**src/hw/rtl/lbmf_pkg.sv**
```systemverilog
`timescale 1ns / 1ps
`default_nettype none

package lbmf_pkg;

    localparam int LED_W      = 5;
    localparam int LEVEL_W    = 16;
    localparam int COLOR_W    = 8;
    localparam int CFG_IDX_W  = 3;
    localparam int CFG_DATA_W = 16;
    localparam int SPAN1_W    = LED_W + 1;
    localparam int PROD_W     = LEVEL_W + LED_W;
    localparam int REM_W      = LEVEL_W + 1;
    localparam int CNT_W      = LED_W;

    localparam int DEF_MAX_LEDS   = 32;
    localparam int DEF_NUM_RANGES = 2;
    localparam int DEF_COLOR_BITS = 8;

    localparam logic [LEVEL_W-1:0] RST_MAX_VALUE = 16'd100;
    localparam logic [COLOR_W-1:0] RST_FG_COLOR  = 8'd1;
    localparam logic [COLOR_W-1:0] RST_BG_COLOR  = 8'd0;
    localparam logic [1:0]         RST_RANGES    = 2'd1;
    localparam logic [LED_W-1:0]   RST_START0    = 5'd0;
    localparam logic [LED_W-1:0]   RST_END0      = 5'd9;
    localparam logic [LED_W-1:0]   RST_START1    = 5'd0;
    localparam logic [LED_W-1:0]   RST_END1      = 5'd0;

    typedef enum logic [CFG_IDX_W-1:0] {
        REG_MAX_VALUE    = 3'd0,
        REG_FG_COLOR     = 3'd1,
        REG_BG_COLOR     = 3'd2,
        REG_RANGE_COUNT  = 3'd3,
        REG_FIRST_START  = 3'd4,
        REG_FIRST_END    = 3'd5,
        REG_SECOND_START = 3'd6,
        REG_SECOND_END   = 3'd7
    } reg_index_t;

    typedef enum logic [3:0] {
        ST_IDLE  = 4'b0001,
        ST_SETUP = 4'b0010,
        ST_DIV   = 4'b0100,
        ST_EMIT  = 4'b1000
    } state_t;

endpackage

`default_nettype wire

```
**src/hw/rtl/led_bar_meter_fill.sv**
```systemverilog
`timescale 1ns / 1ps
`default_nettype none

// LED bar-graph meter fill.
// A level word is taken at a rising edge where start is high and busy is low.
// For each range in use, in range order, the block writes one color word per
// LED of that range, from the lower LED index to the higher one, on led_index
// and color with strobe high for exactly one cycle; last marks the final word
// caused by the level. The receiver cannot stall; within a range, words leave
// one per cycle. Each range takes a setup state, the shared restoring divider
// (one quotient bit per cycle) and then an emit state that writes one word per
// LED. Busy stays high from the accepting edge until the last word has been
// sent and is low in the cycle after it, so a new level is taken only once the
// last word of the previous level has left. A level with no ranges in use
// produces no words and busy stays low. Configuration is written through
// wr_en, wr_index and wr_data; the user must write it only while busy is low,
// as the block does not enforce this. Reset returns the configuration
// registers to their defaults and the block to idle.
module led_bar_meter_fill
    import lbmf_pkg::*;
#(
    parameter int MAX_LEDS   = DEF_MAX_LEDS,
    parameter int NUM_RANGES = DEF_NUM_RANGES,
    parameter int COLOR_BITS = DEF_COLOR_BITS
)
(
    input  wire logic                  clk,
    input  wire logic                  rst_n,
    input  wire logic                  start,
    output      logic                  busy,
    input  wire logic [LEVEL_W-1:0]    level,
    input  wire logic                  wr_en,
    input  wire logic [CFG_IDX_W-1:0]  wr_index,
    input  wire logic [CFG_DATA_W-1:0] wr_data,
    output      logic                  strobe,
    output      logic [LED_W-1:0]      led_index,
    output      logic [COLOR_W-1:0]    color,
    output      logic                  last
);

    localparam logic [COLOR_W-1:0] COLOR_MASK = (COLOR_BITS >= COLOR_W) ?
        {COLOR_W{1'b1}} : COLOR_W'((1 << COLOR_BITS) - 1);
    localparam logic [LED_W:0]   LED_LIMIT = (LED_W + 1)'(MAX_LEDS);
    localparam logic [LED_W-1:0] LED_TOP   = LED_W'(MAX_LEDS - 1);
    localparam logic [1:0]       RANGE_LIM = 2'(NUM_RANGES);
    localparam logic [CNT_W-1:0] DIV_STEPS = CNT_W'(PROD_W - 1);

    logic [LEVEL_W-1:0] max_value_reg;
    logic [COLOR_W-1:0] fg_color_reg;
    logic [COLOR_W-1:0] bg_color_reg;
    logic [1:0]         range_count_reg;
    logic [LED_W-1:0]   start0_reg;
    logic [LED_W-1:0]   end0_reg;
    logic [LED_W-1:0]   start1_reg;
    logic [LED_W-1:0]   end1_reg;

    state_t             state_reg, state_next;
    logic [LEVEL_W-1:0] level_reg, level_next;
    logic               range_reg, range_next;
    logic               asc_reg, asc_next;
    logic [LED_W-1:0]   span_reg, span_next;
    logic [LED_W-1:0]   idx_reg, idx_next;
    logic [CNT_W-1:0]   cnt_reg, cnt_next;
    logic [PROD_W-1:0]  dvd_reg, dvd_next;
    logic [LEVEL_W-1:0] rem_reg, rem_next;

    logic [1:0]         num_ranges;
    logic [LEVEL_W-1:0] divisor;
    logic [LED_W-1:0]   raw_start;
    logic [LED_W-1:0]   raw_end;
    logic [LED_W-1:0]   cl_start;
    logic [LED_W-1:0]   cl_end;
    logic               setup_asc;
    logic [LED_W-1:0]   setup_span;
    logic [SPAN1_W-1:0] span_p1;
    logic [PROD_W:0]    product;
    logic [REM_W-1:0]   rem_shift;
    logic               rem_ge;
    logic [REM_W-1:0]   rem_diff;
    logic [LED_W-1:0]   offset;
    logic               lit;
    logic               final_range;

    always_ff @(posedge clk or negedge rst_n)
    begin
        if (!rst_n)
        begin
            max_value_reg   <= RST_MAX_VALUE;
            fg_color_reg    <= RST_FG_COLOR & COLOR_MASK;
            bg_color_reg    <= RST_BG_COLOR & COLOR_MASK;
            range_count_reg <= RST_RANGES;
            start0_reg      <= RST_START0;
            end0_reg        <= RST_END0;
            start1_reg      <= RST_START1;
            end1_reg        <= RST_END1;
        end
        else if (wr_en)
        begin
            unique case (reg_index_t'(wr_index))
                REG_MAX_VALUE:    max_value_reg   <= wr_data;
                REG_FG_COLOR:     fg_color_reg    <= wr_data[COLOR_W-1:0] & COLOR_MASK;
                REG_BG_COLOR:     bg_color_reg    <= wr_data[COLOR_W-1:0] & COLOR_MASK;
                REG_RANGE_COUNT:  range_count_reg <= wr_data[1:0];
                REG_FIRST_START:  start0_reg      <= wr_data[LED_W-1:0];
                REG_FIRST_END:    end0_reg        <= wr_data[LED_W-1:0];
                REG_SECOND_START: start1_reg      <= wr_data[LED_W-1:0];
                REG_SECOND_END:   end1_reg        <= wr_data[LED_W-1:0];
                default:          ;
            endcase
        end
    end

    always_comb
    begin
        num_ranges = (range_count_reg > RANGE_LIM) ? RANGE_LIM : range_count_reg;
        divisor    = (max_value_reg == '0) ? LEVEL_W'(1) : max_value_reg;

        raw_start = range_reg ? start1_reg : start0_reg;
        raw_end   = range_reg ? end1_reg : end0_reg;
        cl_start  = ({1'b0, raw_start} >= LED_LIMIT) ? LED_TOP : raw_start;
        cl_end    = ({1'b0, raw_end} >= LED_LIMIT) ? LED_TOP : raw_end;

        setup_asc  = cl_end > cl_start;
        setup_span = setup_asc ? (cl_end - cl_start) : (cl_start - cl_end);
        span_p1    = {1'b0, setup_span} + SPAN1_W'(1);
        product    = (PROD_W + 1)'(level_reg) * (PROD_W + 1)'(span_p1);

        rem_shift = {rem_reg, dvd_reg[PROD_W-1]};
        rem_ge    = rem_shift >= {1'b0, divisor};
        rem_diff  = rem_shift - {1'b0, divisor};

        // Ascending ranges count the offset up from the start LED; descending
        // ranges count it down toward the start LED. An LED is lit while its
        // offset from the start stays below the scaled quotient.
        offset      = asc_reg ? (span_reg - cnt_reg) : cnt_reg;
        lit         = (dvd_reg[PROD_W-1:LED_W] != '0) || (dvd_reg[LED_W-1:0] > offset);
        final_range = ({1'b0, range_reg} + 2'd1) >= num_ranges;
    end

    always_comb
    begin
        state_next = state_reg;
        level_next = level_reg;
        range_next = range_reg;
        asc_next   = asc_reg;
        span_next  = span_reg;
        idx_next   = idx_reg;
        cnt_next   = cnt_reg;
        dvd_next   = dvd_reg;
        rem_next   = rem_reg;

        unique case (state_reg)
            ST_IDLE:
            begin
                if (start && num_ranges != 2'd0)
                begin
                    level_next = level;
                    range_next = 1'b0;
                    state_next = ST_SETUP;
                end
            end
            ST_SETUP:
            begin
                asc_next   = setup_asc;
                span_next  = setup_span;
                idx_next   = setup_asc ? cl_start : cl_end;
                dvd_next   = product[PROD_W-1:0];
                rem_next   = '0;
                cnt_next   = DIV_STEPS;
                state_next = ST_DIV;
            end
            ST_DIV:
            begin
                rem_next = rem_ge ? rem_diff[LEVEL_W-1:0] : rem_shift[LEVEL_W-1:0];
                dvd_next = {dvd_reg[PROD_W-2:0], rem_ge};
                if (cnt_reg == '0)
                begin
                    cnt_next   = span_reg;
                    state_next = ST_EMIT;
                end
                else
                begin
                    cnt_next = cnt_reg - CNT_W'(1);
                end
            end
            ST_EMIT:
            begin
                idx_next = idx_reg + LED_W'(1);
                if (cnt_reg == '0)
                begin
                    if (final_range)
                    begin
                        state_next = ST_IDLE;
                    end
                    else
                    begin
                        range_next = 1'b1;
                        state_next = ST_SETUP;
                    end
                end
                else
                begin
                    cnt_next = cnt_reg - CNT_W'(1);
                end
            end
            default:
            begin
                state_next = ST_IDLE;
            end
        endcase
    end

    always_ff @(posedge clk or negedge rst_n)
    begin
        if (!rst_n)
        begin
            state_reg <= ST_IDLE;
            range_reg <= 1'b0;
            cnt_reg   <= '0;
        end
        else
        begin
            state_reg <= state_next;
            range_reg <= range_next;
            cnt_reg   <= cnt_next;
        end
    end

    always_ff @(posedge clk)
    begin
        level_reg <= level_next;
        asc_reg   <= asc_next;
        span_reg  <= span_next;
        idx_reg   <= idx_next;
        dvd_reg   <= dvd_next;
        rem_reg   <= rem_next;
    end

    assign busy      = (state_reg != ST_IDLE);
    assign strobe    = (state_reg == ST_EMIT);
    assign led_index = idx_reg;
    assign color     = lit ? fg_color_reg : bg_color_reg;
    assign last      = strobe && (cnt_reg == '0) && final_range;

`ifndef SYNTHESIS
    a_strobe_busy: assert property (@(posedge clk) disable iff (!rst_n)
        strobe |-> busy)
        else $error("word strobed while block idle");

    a_last_strobe: assert property (@(posedge clk) disable iff (!rst_n)
        last |-> strobe)
        else $error("last flag without a word");

    a_last_idle: assert property (@(posedge clk) disable iff (!rst_n)
        (strobe && last) |=> !busy)
        else $error("block still busy after last word");

    a_no_ranges: assert property (@(posedge clk) disable iff (!rst_n)
        (start && !busy && num_ranges == 2'd0) |=> !busy)
        else $error("level with no ranges started work");

    a_div_to_emit: assert property (@(posedge clk) disable iff (!rst_n)
        (state_reg == ST_DIV && cnt_reg == '0) |=> strobe)
        else $error("divider finished without emitting a word");
`endif

endmodule

`default_nettype wire
```
**config.mk**
```make
export PLATFORM = sky130hd
export DESIGN_NAME = led_bar_meter_fill
export DESIGN_NICKNAME = d
export VERILOG_FILES = /design/src/hw/rtl/lbmf_pkg.sv /design/src/hw/rtl/led_bar_meter_fill.sv
export SDC_FILE = /design/constraint.sdc
export NUM_CORES = 1
export LEC_CHECK = 0
export BUFFER_PORTS_ARGS = -buffer_cell sky130_fd_sc_hd__buf_4
export CORE_ASPECT_RATIO = 0.9
export CORE_MARGIN = 3
export CORE_UTILIZATION = 40
export CTS_CLUSTER_SIZE = 24
export DETAILED_ROUTE_END_ITERATION = 6
export SLEW_MARGIN = 10
export SYNTH_ARGS = -nofsm -noshare
export SYNTH_HDL_FRONTEND = slang
export SYNTH_SLANG_ARGS = --single-unit
```
**constraint.sdc**
```tcl
create_clock -name clk -period 7.5 [get_ports clk]
set_input_delay 0.75 -clock clk [delete_from_list [all_inputs] [get_ports clk]]
set_output_delay 0.75 -clock clk [all_outputs]
set_load 0.1 [all_outputs]
```
# Word level (Yosys, flattened, before mapping)
# Index checks and enable logic that the tools add are counted.
# op_classes
add_sub_neg	8
mul	1
n_lt_le_gt_ge	5
eq_ne	17
muxes	24
n_reduce_logical	25
# ops
operator	n
one-hot mux 21 bit (2 select lines)	1
two-way mux 5 bit	7
two-way mux 16 bit	2
one-hot mux 16 bit (2 select lines)	1
multiplier 16 x 6 -> 21 bit	1
AND reduction 2 bit	10
>= comparator 17 x 16 -> 1 bit	1
zero test 16 bit	1
one-hot mux 4 bit (4 select lines)	1
nonzero test 16 bit	1
subtractor 16 bit	1
one-hot mux 5 bit (3 select lines)	1
subtractor 5 bit	3
== test 3 bit, second input constant	4
two-way mux 4 bit	3
greater-than comparator 5 bit	2
one-hot mux 5 bit (2 select lines)	1
two-way mux 8 bit	1
inequality test 2 bit, second input constant	4
nonzero test 2 bit	4
adder 5 x 1 -> 6 bit, second input constant	1
== test 3 x 2 -> 1 bit, second input constant	2
adder 5 x 1 -> 5 bit, second input constant	1
zero test 5 bit	1
other kinds (20)	25
# totals
ff_bits	128
input_bits	39
out_inout_bits	16

# Longest topological paths before layout
# Gate-level depths: netlist of run 1.
# depth
word_depth	6
ltp_mapped	30

# Worst setup path after synthesis of run 1
# No wires, ideal clock.
# synth_timing
path_kind	reg2reg
startpoint	reg range_reg
endpoint	reg dvd_reg[19] (data pin)
setup_time_ns	0.268
arrival_ns	6.885
required_ns	7.232
slack_ns	0.347
path_stages_with_launch	28
n_path_buf	2
path_cell_list	dfrtp_1 -> buf_1 -> mux2i_1 -> inv_1 -> ha_1 -> nor2b_1 -> o31a_1 -> o31a_4 -> mux2i_1 -> xnor2_1 -> nand2_1 -> xnor2_1 -> clkbuf_1 -> and2_1 -> fa_1 -> fa_1 -> inv_1 -> fa_1 -> inv_1 -> ha_1 -> a2111oi_0 -> o21ai_0 -> a41oi_1 -> o211a_1 -> a21oi_1 -> a21oi_1 -> xor2_1 -> o21ai_0
# synth_via
elab_chain_cells	6
elab_cells_between_ends	9
classes_between	add/sub: 3; mul: 1; order compare: 1; mux: 4
# synth_rtl
element	line	rtl
start: declaration	led_bar_meter_fill.sv:59	logic range_reg, range_next;
start signal: assignment	led_bar_meter_fill.sv:224	range_reg <= range_next;
two-way mux 5 bit (on tied branches)	led_bar_meter_fill.sv:118, led_bar_meter_fill.sv:119	
subtractor 5 bit or greater-than comparator 5 bit (tied branches)	led_bar_meter_fill.sv:124, led_bar_meter_fill.sv:123	
two-way mux 5 bit *	led_bar_meter_fill.sv:124	setup_span = setup_asc ? (cl_end - cl_start) : (cl_start - cl_end);
net setup_span[2]	led_bar_meter_fill.sv:74	logic [LED_W-1:0] setup_span;
adder 5 x 1 -> 6 bit *	led_bar_meter_fill.sv:125	span_p1 = {1'b0, setup_span} + SPAN1_W'(1);
multiplier 16 x 6 -> 21 bit *	led_bar_meter_fill.sv:126	product = (PROD_W + 1)'(level_reg) * (PROD_W + 1)'(span_p1);
one-hot mux 21 bit (2 select lines) *	led_bar_meter_fill.sv:152	unique case (state_reg)
net dvd_next[19]	led_bar_meter_fill.sv:64	logic [PROD_W-1:0] dvd_reg, dvd_next;
end signal: assignment	led_bar_meter_fill.sv:235	dvd_reg <= dvd_next;
end: declaration	led_bar_meter_fill.sv:64	
# Mark *: on every way through the listed nets, which the timed path passes. The rest lies on a longest branch.
# A chain may end at the register's enable or synchronous reset.

# Worst setup path after layout of run 1
# layout_timing
startpoint	reg range_reg
endpoint	reg dvd_reg[17] (data pin)
# The elaborated chain is that of the path after synthesis.

==> flow_metrics.tcl, run 1 <==
set metrics [dict create \
    status "complete, no violations" \
    area_delta_synth_final_pct 14.0 \
    cp_max_fo 16 \
    clockBufferDepth 2 \
    std_cell_rows 53 \
    initialDrtViolationCount 426 \
    groute.usage.overall_pct 17.0 \
    globalplace.congestion 0.836 \
    inserted_clock_buffers 17 \
    timing.critical_path.slowest_stage_cell "sky130_fd_sc_hd__fa_1" \
    portion_of_the_clock_cycle_consumed_by_the_worst_path_in_the_final_layout_pct 93.3 \
    finalHoldViolCount 0 \
    die-height_um 155 \
    i_o_pin_count 55 \
    clock_tree_from_tritoncts "built" \
    io_buffer_count 54 \
    crit_family "adder cells" \
    setup_viol_count_final 0 \
    cp.required_ns 7.65 \
    synthDominantAreaCellType "sky130_fd_sc_hd__edfxtp_1" \
    die_width_um 171 \
    dp_hpwl_um 15900 \
    final.setup.tns_ns 0 \
    cts_num_sinks 128 \
    time_the_final_worst_path_needs_with_i_o_delays_and_setup_ns 7.00 \
    rr_startpoint "range_reg" \
    syn-cell-area_um2 9840 \
    critical_path_class "reg -> reg" \
    synth_top_cells_by_area "sky130_fd_sc_hd__edfxtp_1, sky130_fd_sc_hd__dfrtp_1, sky130_fd_sc_hd__fa_1" \
    postRouteWirelength_um 21200 \
    fillerInstances 2217 \
    unrepaired_setup_endpoints_after_global_routing "no" \
    setup.worst_path.start_class "flop" \
    netlist-cell-type-count 54 \
    worst_setup_hold_path_clk_slew_ns 0.06 \
    drtAntennaViolNets 0 \
    worst_path_largest_cell_delay_ns 0.54 \
    drive_above_1_share_pct 17.0 \
    maximum_capacitance_violations 0 \
    first_global_vias 6927 \
    synth.avg_cell_area_um2 10.1 \
    ff2ff_setup_slack_ns 0.50 \
    routed_via_density 5.13 \
    timing.rr.end "dvd_reg[17]" \
    r2r.worst_path.cells 26 \
    dpl_worst_slack_ns 0.158 \
    tightestPinTransition_ns 1.06 \
    synthesis_stage_register_bit_count 128 \
    initial_utilization_pct 41.5 \
    total_nets_after_synthesis 1139 \
    synthesis.instances 974 \
    vias 6903 \
    holdCritPathClass "in -> async" \
    die-area_um2 26500 \
    timing.critical_path.arrival_ns 7.15 \
    global_route_wire_length_before_repair_um 36300 \
    maxClockFrequency_mhz 143 \
    drt_drc_violations_left 0 \
    max_slew_margin_pct 29.3 \
    timing.critical_path.buf_inv 4 \
    critical_path.endpoint_type "flop" \
    timing.final.ws_setup_ns 0.502 \
    yosys_warn_count 0 \
    drv_slew 0 \
    final_nets 1195 \
    gr-total-overflow 0 \
    core_area_um2 23700 \
    antenna_cells_inserted 0 \
    asyncSetResetFlopFracSynth_pct 50.0 \
    skew_ns 0.0181 \
    post_synth_edffs 64 \
    insertion_delay_ns 0.42 \
    htreeDepth 4 \
    number_of_antenna_violations_at_the_first_check_in_global_routing 0 \
    avgRoutedWirePerCell_um 15.8 \
    largest_register_ff_count 21 \
    cts_root_buffer "sky130_fd_sc_hd__clkbuf_16" \
    synth_ff_type "sky130_fd_sc_hd__edfxtp_1" \
    yosysSeqAreaShare_pct 35.9 \
    drt_pass1_iterations 5 \
    synth_top_cell_area_share_pct 19.5 \
    largest_net_degree_at_the_start_of_global_routing 65 \
]
[layout make-up]
| type | instances | area (um2) | share of cell area (%) |
|---|---|---|---|
| flip-flops and latches | 128 | 3530 | 31.5 |
| repair buffers | 67 | 503 | 4.48 |
| clock inverters | 15 | 130 | 1.16 |
| multi-input cells | 702 | 5820 | 51.9 |
| inverters | 114 | 428 | 3.81 |
| clock buffers | 17 | 425 | 3.79 |
| well taps | 302 | 378 | 3.37 |
[cells in the final DEF (no fill, tap or decap), drive strengths merged, types with 3 or more instances in the layout]
cell      n
o31ai     4
clkinv    5
o21a     11
buf      67
a21oi    56
nand2    74
nor3     12
nand3    12
o21bai    4
xnor2    21
nor2b     6
a21o     12
nand2b   14
ha       66
nand4b    3
o31a      3
inv     121
nor2     53
edfxtp   64
fa       60
a211oi   10
a41oi     4
dfstp     8
nand4     8
or2       4
mux2     50
clkbuf   17
xor2     20
a31oi     3
and3      3
o21ai    50
dfrtp    56
nor4      8
and2     86
mux2i    24
[Yosys cell counts (3+ instances only)]
library cell	number
sky130_fd_sc_hd__a41oi_1	4
sky130_fd_sc_hd__o21bai_1	4
sky130_fd_sc_hd__nor2b_1	6
sky130_fd_sc_hd__nor2_1	53
sky130_fd_sc_hd__inv_1	114
sky130_fd_sc_hd__mux2_2	50
sky130_fd_sc_hd__xor2_1	19
sky130_fd_sc_hd__a21o_1	12
sky130_fd_sc_hd__fa_1	60
sky130_fd_sc_hd__nand2_1	74
sky130_fd_sc_hd__xnor2_1	21
sky130_fd_sc_hd__a211oi_1	10
sky130_fd_sc_hd__dfrtp_1	56
sky130_fd_sc_hd__and3_1	3
sky130_fd_sc_hd__nand3_1	12
sky130_fd_sc_hd__or2_2	4
sky130_fd_sc_hd__nand2b_1	14
sky130_fd_sc_hd__a21oi_1	56
sky130_fd_sc_hd__o21ai_0	50
sky130_fd_sc_hd__nor3_1	12
sky130_fd_sc_hd__and2_1	86
sky130_fd_sc_hd__edfxtp_1	64
sky130_fd_sc_hd__nor4_1	8
sky130_fd_sc_hd__dfstp_2	8
sky130_fd_sc_hd__mux2i_1	23
sky130_fd_sc_hd__nand4b_1	3
sky130_fd_sc_hd__a31oi_1	3
sky130_fd_sc_hd__clkbuf_1	25
sky130_fd_sc_hd__o31ai_1	4
sky130_fd_sc_hd__nand4_1	8
sky130_fd_sc_hd__o21a_1	11
sky130_fd_sc_hd__ha_1	66
[cells by family (layout without fill, tap and decap cells)]
family	after synthesis	after routing	share of synthesized area, %
xor gates and xnor gates	42	42	3.95
adders and majority gates	126	126	20.6
muxes	74	74	8.29
buffers and inverters	144	213	5.69
AOI/OAI and AO/OA	169	169	10.4
and+or+nand+nor	291	291	15.2
DFF	128	128	35.9
[worst max-delay path by stage]
stage,from,to,slack (ns),cells past startpoint
after floorplan,range_reg,dvd_reg[19],0.35,27
after global placement,range_reg,dvd_reg[19],0.24,26
after detailed placement,range_reg,dvd_reg[19],0.16,26
after CTS,range_reg,dvd_reg[17],0.12,26
after global routing,range_reg,dvd_reg[20],0.05,26
final,range_reg,dvd_reg[17],0.50,26
[layer usage]
| metal | vias up | track usage [%] | wire, um |
|---|---|---|---|
| met2 | 92 | 24.6 | 9170 |
| met3 | 18 | 2.96 | 552 |
| met1 | 3375 | 26.3 | 11200 |
| li1 | 3418 | - | - |
| met5 | - | 0 | 0 |
| met4 | 0 | 4.10 | 327 |
[through the flow]
stage	instance area, um2	instances	utilization [%]	hold slack (ns)
3_3_place_gp	10600	1313	44.7	0.485
3_5_place_dp	10600	1313	44.7	0.493
2_1_floorplan	9840	974	-	0.454
4_1_cts	11200	1345	47.1	0.444
6_report	11200	1345	47.3	0.422
5_1_grt	11200	1345	47.3	0.477
[repair_timing]
action / in CTS / in global routing
buffers inserted: 0 / 0
resized for setup: 0 / 10
setup endpoints to repair: 0 / 8
hold buffers: 0 / 0
Power of run 1 is left out: the tool's default activity adds up to more than one toggle a clock period on the data nets, which glitch-free logic cannot reach.
==> inputs of run 2 (changes only) <==
--- a/config.mk
+++ b/config.mk
@@ -11,6 +11,7 @@
 export CORE_UTILIZATION = 40
 export CTS_CLUSTER_SIZE = 24
 export DETAILED_ROUTE_END_ITERATION = 6
+export RECOVER_POWER = 25
 export SLEW_MARGIN = 10
 export SYNTH_ARGS = -nofsm -noshare
 export SYNTH_HDL_FRONTEND = slang
==> run 2 against run 1 <==
Net effect: register-to-register slack got worse by 0.02 ns; non-clock buffer count stayed put; the run now ends with max-capacitance violations, max-slew violations left; maximum frequency shrank 0.34%; critical path type unchanged; hold slack better by 0.081 ns; highest routed layer unchanged; count of clock-buffer cells in the layout is the same; global-route usage unchanged.
==> flow_metrics.tcl, run 2 (same netlist as run 1, synthesis figures left out) <==
set metrics [dict create \
    die-area_um2 26500 \
    cts_num_sinks 128 \
    insertion_delay_ns 0.42 \
    groute.usage.overall_pct 17.0 \
    critical_path_class "reg -> reg" \
    final_nets 1195 \
    unrepaired_setup_endpoints_after_global_routing "no" \
    initialDrtViolationCount 432 \
    skew_ns 0.0168 \
    layout.core_utilization_pct 47.2 \
    global_route_wire_length_before_repair_um 36300 \
    gr-total-overflow 0 \
    rr_startpoint "range_reg" \
    drt_pass1_iterations 7 \
    cts_root_buffer "sky130_fd_sc_hd__clkbuf_16" \
    vias 6955 \
    postCtsSetupRepairBufs 0 \
    layout.area.seq_um2 3530 \
    min_from "bg_color_reg[1]" \
    portion_of_the_clock_cycle_consumed_by_the_worst_path_in_the_final_layout_pct 93.6 \
    globalplace.congestion 0.836 \
    drt_drc_violations_left 0 \
    cp.required_ns 7.65 \
    antenna_cells_inserted 0 \
    tightestPinTransition_ns 3.49 \
    setup.worst_path.start_class "flop" \
    maxClockFrequency_mhz 142 \
    maximum_capacitance_violations 1 \
    r2r.worst_path.cells 26 \
    avgRoutedWirePerCell_um 15.8 \
    routed_via_density 5.17 \
    std_cell_rows 53 \
    worst_setup_hold_path_clk_slew_ns 0.06 \
    final_common_cell "sky130_fd_sc_hd__inv_1" \
    io_buffer_count 54 \
    ff2ff_setup_slack_ns 0.48 \
    drive_above_1_share_pct 16.8 \
    status "complete, but fails checks" \
    violations "max-capacitance violations, max-slew violations" \
    finalHoldViolCount 0 \
    timing.rr.end "dvd_reg[17]" \
    largest_net_degree_at_the_start_of_global_routing 65 \
    area_delta_synth_final_pct 13.9 \
    max_slew_margin_pct -133 \
    die_width_um 171 \
    htreeDepth 4 \
    dp_hpwl_um 15900 \
    setup_viol_count_final 0 \
    postRouteWirelength_um 21200 \
    placed_area_um2 10600 \
    fillerInstances 2221 \
    worstHoldPathCells 1 \
    initial_utilization_pct 41.5 \
    clockBufferDepth 2 \
    holdCritPathClass "reg -> reg" \
    final_area_um2 11200 \
    final.setup.tns_ns 0 \
    time_the_final_worst_path_needs_with_i_o_delays_and_setup_ns 7.02 \
    number_of_antenna_violations_at_the_first_check_in_global_routing 0 \
    highest_count_cells_in_the_layout_ignoring_fill_and_taps "sky130_fd_sc_hd__inv_1, sky130_fd_sc_hd__and2_1, sky130_fd_sc_hd__nand2_1" \
    clock_tree_from_tritoncts "built" \
    cp_max_fo 16 \
    multi_input_area_um2 5820 \
    i_o_pin_count 55 \
    drtAntennaViolNets 0 \
    inserted_clock_buffers 17 \
    first_global_vias 6927 \
    die-height_um 155 \
    timing.critical_path.arrival_ns 7.18 \
    worst_hold_endpoint "bg_color_reg[1]" \
    drv_slew 65 \
    largest_register_ff_count 21 \
    critical_path.endpoint_type "flop" \
    core_area_um2 23700 \
]
[run 2: metrics by stage]
| stage | setup WS [ns] | hold slack (ns) | cells |
|---|---|---|---|
| CTS | 0.124 | 0.444 | 1345 |
| global route | 0.0524 | 0.500 | 1345 |
| finish | 0.478 | 0.503 | 1345 |
| detailed placement | 0.158 | 0.493 | 1313 |
| floorplan | 0.347 | 0.454 | 974 |
| global placement | 0.237 | 0.485 | 1313 |
[run 2: repair_timing]
item,in CTS,in global routing
resized for setup,0,10
endpoints found under the setup margin,0,8
hold buffers,0,0
[run 2: worst max-delay path by stage]
| stage | start | to | slack, ns |
|---|---|---|---|
| after global routing | range_reg | dvd_reg[20] | 0.05 |
| after detailed placement | range_reg | dvd_reg[19] | 0.16 |
| final | range_reg | dvd_reg[17] | 0.48 |
| after CTS | range_reg | dvd_reg[17] | 0.12 |
| after floorplan | range_reg | dvd_reg[19] | 0.35 |
| after global placement | range_reg | dvd_reg[19] | 0.24 |
[run 2: area by class of cell]
type / instances / share of cell area [%]
tap: 302 / 3.37
clock buffer: 17 / 3.79
inverter: 114 / 3.82
clock inverter: 15 / 1.16
multi-input combinational: 702 / 51.9
timing repair buffer: 67 / 4.42
sequential: 128 / 31.5
[run 2: critical path, stage by stage, from the launching register on]
cell                       delay, ns
sky130_fd_sc_hd__dfrtp_2        0.48
sky130_fd_sc_hd__mux2_2         0.41
sky130_fd_sc_hd__inv_1          0.11
sky130_fd_sc_hd__ha_1           0.26
sky130_fd_sc_hd__nor2b_1        0.16
sky130_fd_sc_hd__o31a_1         0.26
sky130_fd_sc_hd__o31a_4         0.37
sky130_fd_sc_hd__mux2_2         0.32
sky130_fd_sc_hd__ha_1           0.21
sky130_fd_sc_hd__xor2_1         0.16
sky130_fd_sc_hd__buf_4          0.21
sky130_fd_sc_hd__and2_1         0.19
sky130_fd_sc_hd__fa_1           0.53
sky130_fd_sc_hd__inv_1          0.05
sky130_fd_sc_hd__fa_1           0.46
sky130_fd_sc_hd__fa_1           0.54
sky130_fd_sc_hd__inv_1          0.05
sky130_fd_sc_hd__ha_1           0.35
sky130_fd_sc_hd__a21o_1         0.19
sky130_fd_sc_hd__a21oi_1        0.27
sky130_fd_sc_hd__o21ai_1        0.14
sky130_fd_sc_hd__a41oi_2        0.29
sky130_fd_sc_hd__o211a_1        0.25
sky130_fd_sc_hd__nand2b_1       0.07
sky130_fd_sc_hd__a21oi_1        0.18
sky130_fd_sc_hd__xor2_1         0.16
sky130_fd_sc_hd__o21ai_0        0.08
[run 2: metal layers]
layer / routed length, um / vias up / GRT usage (%) / part of all wire, %
li1: - / 3419 / - / -
met1: 10900 / 3380 / 26.3 / 52
met2: 9150 / 136 / 24.6 / 43
met3: 776 / 20 / 2.96 / 3.7
met4: 349 / 0 / 4.10 / 1.6
met5: 0 / - / 0 / 0
Power of run 2 is left out for the same reason.
==> inputs of run 3 (changes only) <==
--- a/config.mk
+++ b/config.mk
@@ -6,11 +6,14 @@
 export NUM_CORES = 1
 export LEC_CHECK = 0
 export BUFFER_PORTS_ARGS = -buffer_cell sky130_fd_sc_hd__buf_4
+export CELL_PAD_IN_SITES_DETAIL_PLACEMENT = 0
+export CELL_PAD_IN_SITES_GLOBAL_PLACEMENT = 1
 export CORE_ASPECT_RATIO = 0.9
 export CORE_MARGIN = 3
 export CORE_UTILIZATION = 40
 export CTS_CLUSTER_SIZE = 24
 export DETAILED_ROUTE_END_ITERATION = 6
+export PLACE_DENSITY_LB_ADDON = 0.1
 export RECOVER_POWER = 25
 export SLEW_MARGIN = 10
 export SYNTH_ARGS = -nofsm -noshare
==> run 3 against run 2 <==
Net effect: non-clock buffer count rose by 6; the flow still finishes with violations (max-capacitance violations, max-slew violations); die area stayed put; sequential share of layout area about the same; first-iteration DRC count is 9.7% lower; maximum frequency rose by 0.48%; register-to-register slack better by 0.03 ns; global-route usage increased by 0.88 points; cell count up 0.37%; routed wire length up 5.5%; cell area barely moved; utilization barely moved.
==> flow_metrics.tcl, run 3 (same netlist as run 1, synthesis figures left out) <==
set metrics [dict create \
    avgRoutedWirePerCell_um 16.6 \
    first_global_vias 7023 \
    area_delta_synth_final_pct 13.9 \
    max_slew_margin_pct -134 \
    final.setup.tns_ns 0 \
    core_area_um2 23700 \
    holdCritPathClass "reg -> reg" \
    dp_hpwl_um 16700 \
    r2r.worst_path.cells 27 \
    global_route_wire_length_before_repair_um 37400 \
    routed_metal_1_wirelength_um 12000 \
    cp.required_ns 7.65 \
    worst_hold_endpoint "fg_color_reg[3]" \
    layoutNonFillerInstCount 1350 \
    timing.rr.end "dvd_reg[19]" \
    route.met2.wl_um 9540 \
    worstHoldPathCells 1 \
    globalplace.congestion 0.799 \
    routed_via_density 5.09 \
    post-place-cells 1318 \
    number_of_antenna_violations_at_the_first_check_in_global_routing 0 \
    io_buffer_count 54 \
    violations "max-capacitance violations, max-slew violations" \
    highest_count_cells_in_the_layout_ignoring_fill_and_taps "sky130_fd_sc_hd__inv_1, sky130_fd_sc_hd__and2_1, sky130_fd_sc_hd__nand2_1" \
    worst_setup_hold_path_clk_slew_ns 0.07 \
    htreeDepth 4 \
    cts_root_buffer "sky130_fd_sc_hd__clkbuf_16" \
    inserted_clock_buffers 17 \
    vias 6873 \
    setup.worst_path.start_class "flop" \
    initialDrtViolationCount 390 \
    cp_max_fo 16 \
    rr_startpoint "range_reg" \
    portion_of_the_clock_cycle_consumed_by_the_worst_path_in_the_final_layout_pct 93.2 \
    setup_viol_count_final 0 \
    tightestPinTransition_ns 3.52 \
    groute.usage.overall_pct 17.9 \
    min_from "fg_color_reg[3]" \
    top_layer_used "met4" \
    cts_hold_buffers 0 \
    die_width_um 171 \
    cts_num_sinks 128 \
    i_o_pin_count 55 \
    drive_above_1_share_pct 16.8 \
    unrepaired_setup_endpoints_after_global_routing "no" \
    drv_slew 65 \
    layout.core_utilization_pct 47.2 \
    critical_path.endpoint_type "flop" \
    drt_drc_violations_left 0 \
    die-height_um 155 \
    postRouteWirelength_um 22400 \
    die-area_um2 26500 \
    drtAntennaViolNets 0 \
    maxClockFrequency_mhz 143 \
    wl_met3_um 673 \
    clock_tree_from_tritoncts "built" \
    timing.critical_path.arrival_ns 7.14 \
    skew_ns 0.0158 \
    finalHoldViolCount 0 \
    maximum_capacitance_violations 1 \
    critical_path_class "reg -> reg" \
    final_common_cell "sky130_fd_sc_hd__inv_1" \
    fillerInstances 2302 \
    status "complete, but fails checks" \
    clockBufferDepth 2 \
    largest_net_degree_at_the_start_of_global_routing 65 \
    final_nets 1201 \
    insertion_delay_ns 0.43 \
    largest_register_ff_count 21 \
    std_cell_rows 53 \
    time_the_final_worst_path_needs_with_i_o_delays_and_setup_ns 6.99 \
    gr-total-overflow 0 \
    antenna_cells_inserted 0 \
    drt_pass1_iterations 4 \
    ff2ff_setup_slack_ns 0.51 \
    initial_utilization_pct 41.5 \
]
-- run 3: changes by cell type in the layout (fill, tap and decap cells not counted), moves of 2 or more --
cell                       change
sky130_fd_sc_hd__inv_4         +4
sky130_fd_sc_hd__a41oi_1       +2
sky130_fd_sc_hd__clkinv_2      +2
sky130_fd_sc_hd__clkinv_1      -2
sky130_fd_sc_hd__buf_4         +5
sky130_fd_sc_hd__a41oi_2       -2
sky130_fd_sc_hd__inv_6         -3
-- run 3: metal layers --
| layer | vias to the layer above | track usage (%) |
|---|---|---|
| met4 | 0 | 2.76 |
| met1 | 3352 | 27.8 |
| li1 | 3438 | - |
| met2 | 75 | 25.9 |
| met5 | - | 0 |
| met3 | 8 | 3.96 |
-- run 3: worst max-delay path, stage by stage, from the launching register on --
cell                      delay, ns
sky130_fd_sc_hd__dfrtp_2       0.44
sky130_fd_sc_hd__mux2_2        0.40
sky130_fd_sc_hd__inv_1         0.11
sky130_fd_sc_hd__ha_1          0.26
sky130_fd_sc_hd__nor2b_1       0.16
sky130_fd_sc_hd__o31a_1        0.26
sky130_fd_sc_hd__o31a_4        0.37
sky130_fd_sc_hd__mux2_2        0.32
sky130_fd_sc_hd__ha_1          0.21
sky130_fd_sc_hd__xor2_1        0.16
sky130_fd_sc_hd__buf_4         0.20
sky130_fd_sc_hd__and2_1        0.19
sky130_fd_sc_hd__fa_1          0.53
sky130_fd_sc_hd__inv_1         0.05
sky130_fd_sc_hd__fa_1          0.46
sky130_fd_sc_hd__fa_1          0.54
sky130_fd_sc_hd__inv_1         0.04
sky130_fd_sc_hd__ha_1          0.34
sky130_fd_sc_hd__a21o_1        0.19
sky130_fd_sc_hd__a21oi_1       0.25
sky130_fd_sc_hd__o21ai_1       0.14
sky130_fd_sc_hd__a41oi_1       0.24
sky130_fd_sc_hd__buf_4         0.17
sky130_fd_sc_hd__o211a_1       0.20
sky130_fd_sc_hd__a21oi_1       0.07
sky130_fd_sc_hd__a21oi_1       0.17
sky130_fd_sc_hd__xor2_1        0.15
sky130_fd_sc_hd__o21ai_0       0.09
-- run 3: cell type report --
class / instances / area (um2) / area share, %
clock buffers: 18 / 450 / 4.02
clock inverters: 13 / 82.6 / 0.737
inverters: 114 / 428 / 3.82
multi-input cells: 702 / 5790 / 51.7
flip-flops and latches: 128 / 3530 / 31.5
well taps: 302 / 378 / 3.37
repair buffers: 73 / 544 / 4.85
-- run 3: worst max-delay path by stage --
stage                        endpoint  depth (start not counted)       from  slack [ns]
after floorplan           dvd_reg[19]                         27  range_reg        0.35
after global placement    dvd_reg[19]                         26  range_reg        0.28
after detailed placement  dvd_reg[19]                         26  range_reg        0.07
after CTS                 dvd_reg[19]                         26  range_reg        0.08
after global routing      dvd_reg[19]                         28  range_reg        0.04
final                     dvd_reg[19]                         27  range_reg        0.51
-- run 3: through the flow --
step                hold WS [ns]  area [um2]  setup slack (ns)
floorplan                  0.454        9840             0.347
global placement           0.485       10700             0.278
detailed placement         0.492       10700            0.0735
CTS                        0.459       11200            0.0843
global route               0.494       11200            0.0428
finish                     0.504       11200             0.512
-- run 3: what timing repair did --
item	CTS	global route
setup endpoints to repair	0	6
gates resized for setup	0	6
buffers inserted	0	1
endpoints found under the hold margin	0	0
Power of run 3 is left out for the same reason.
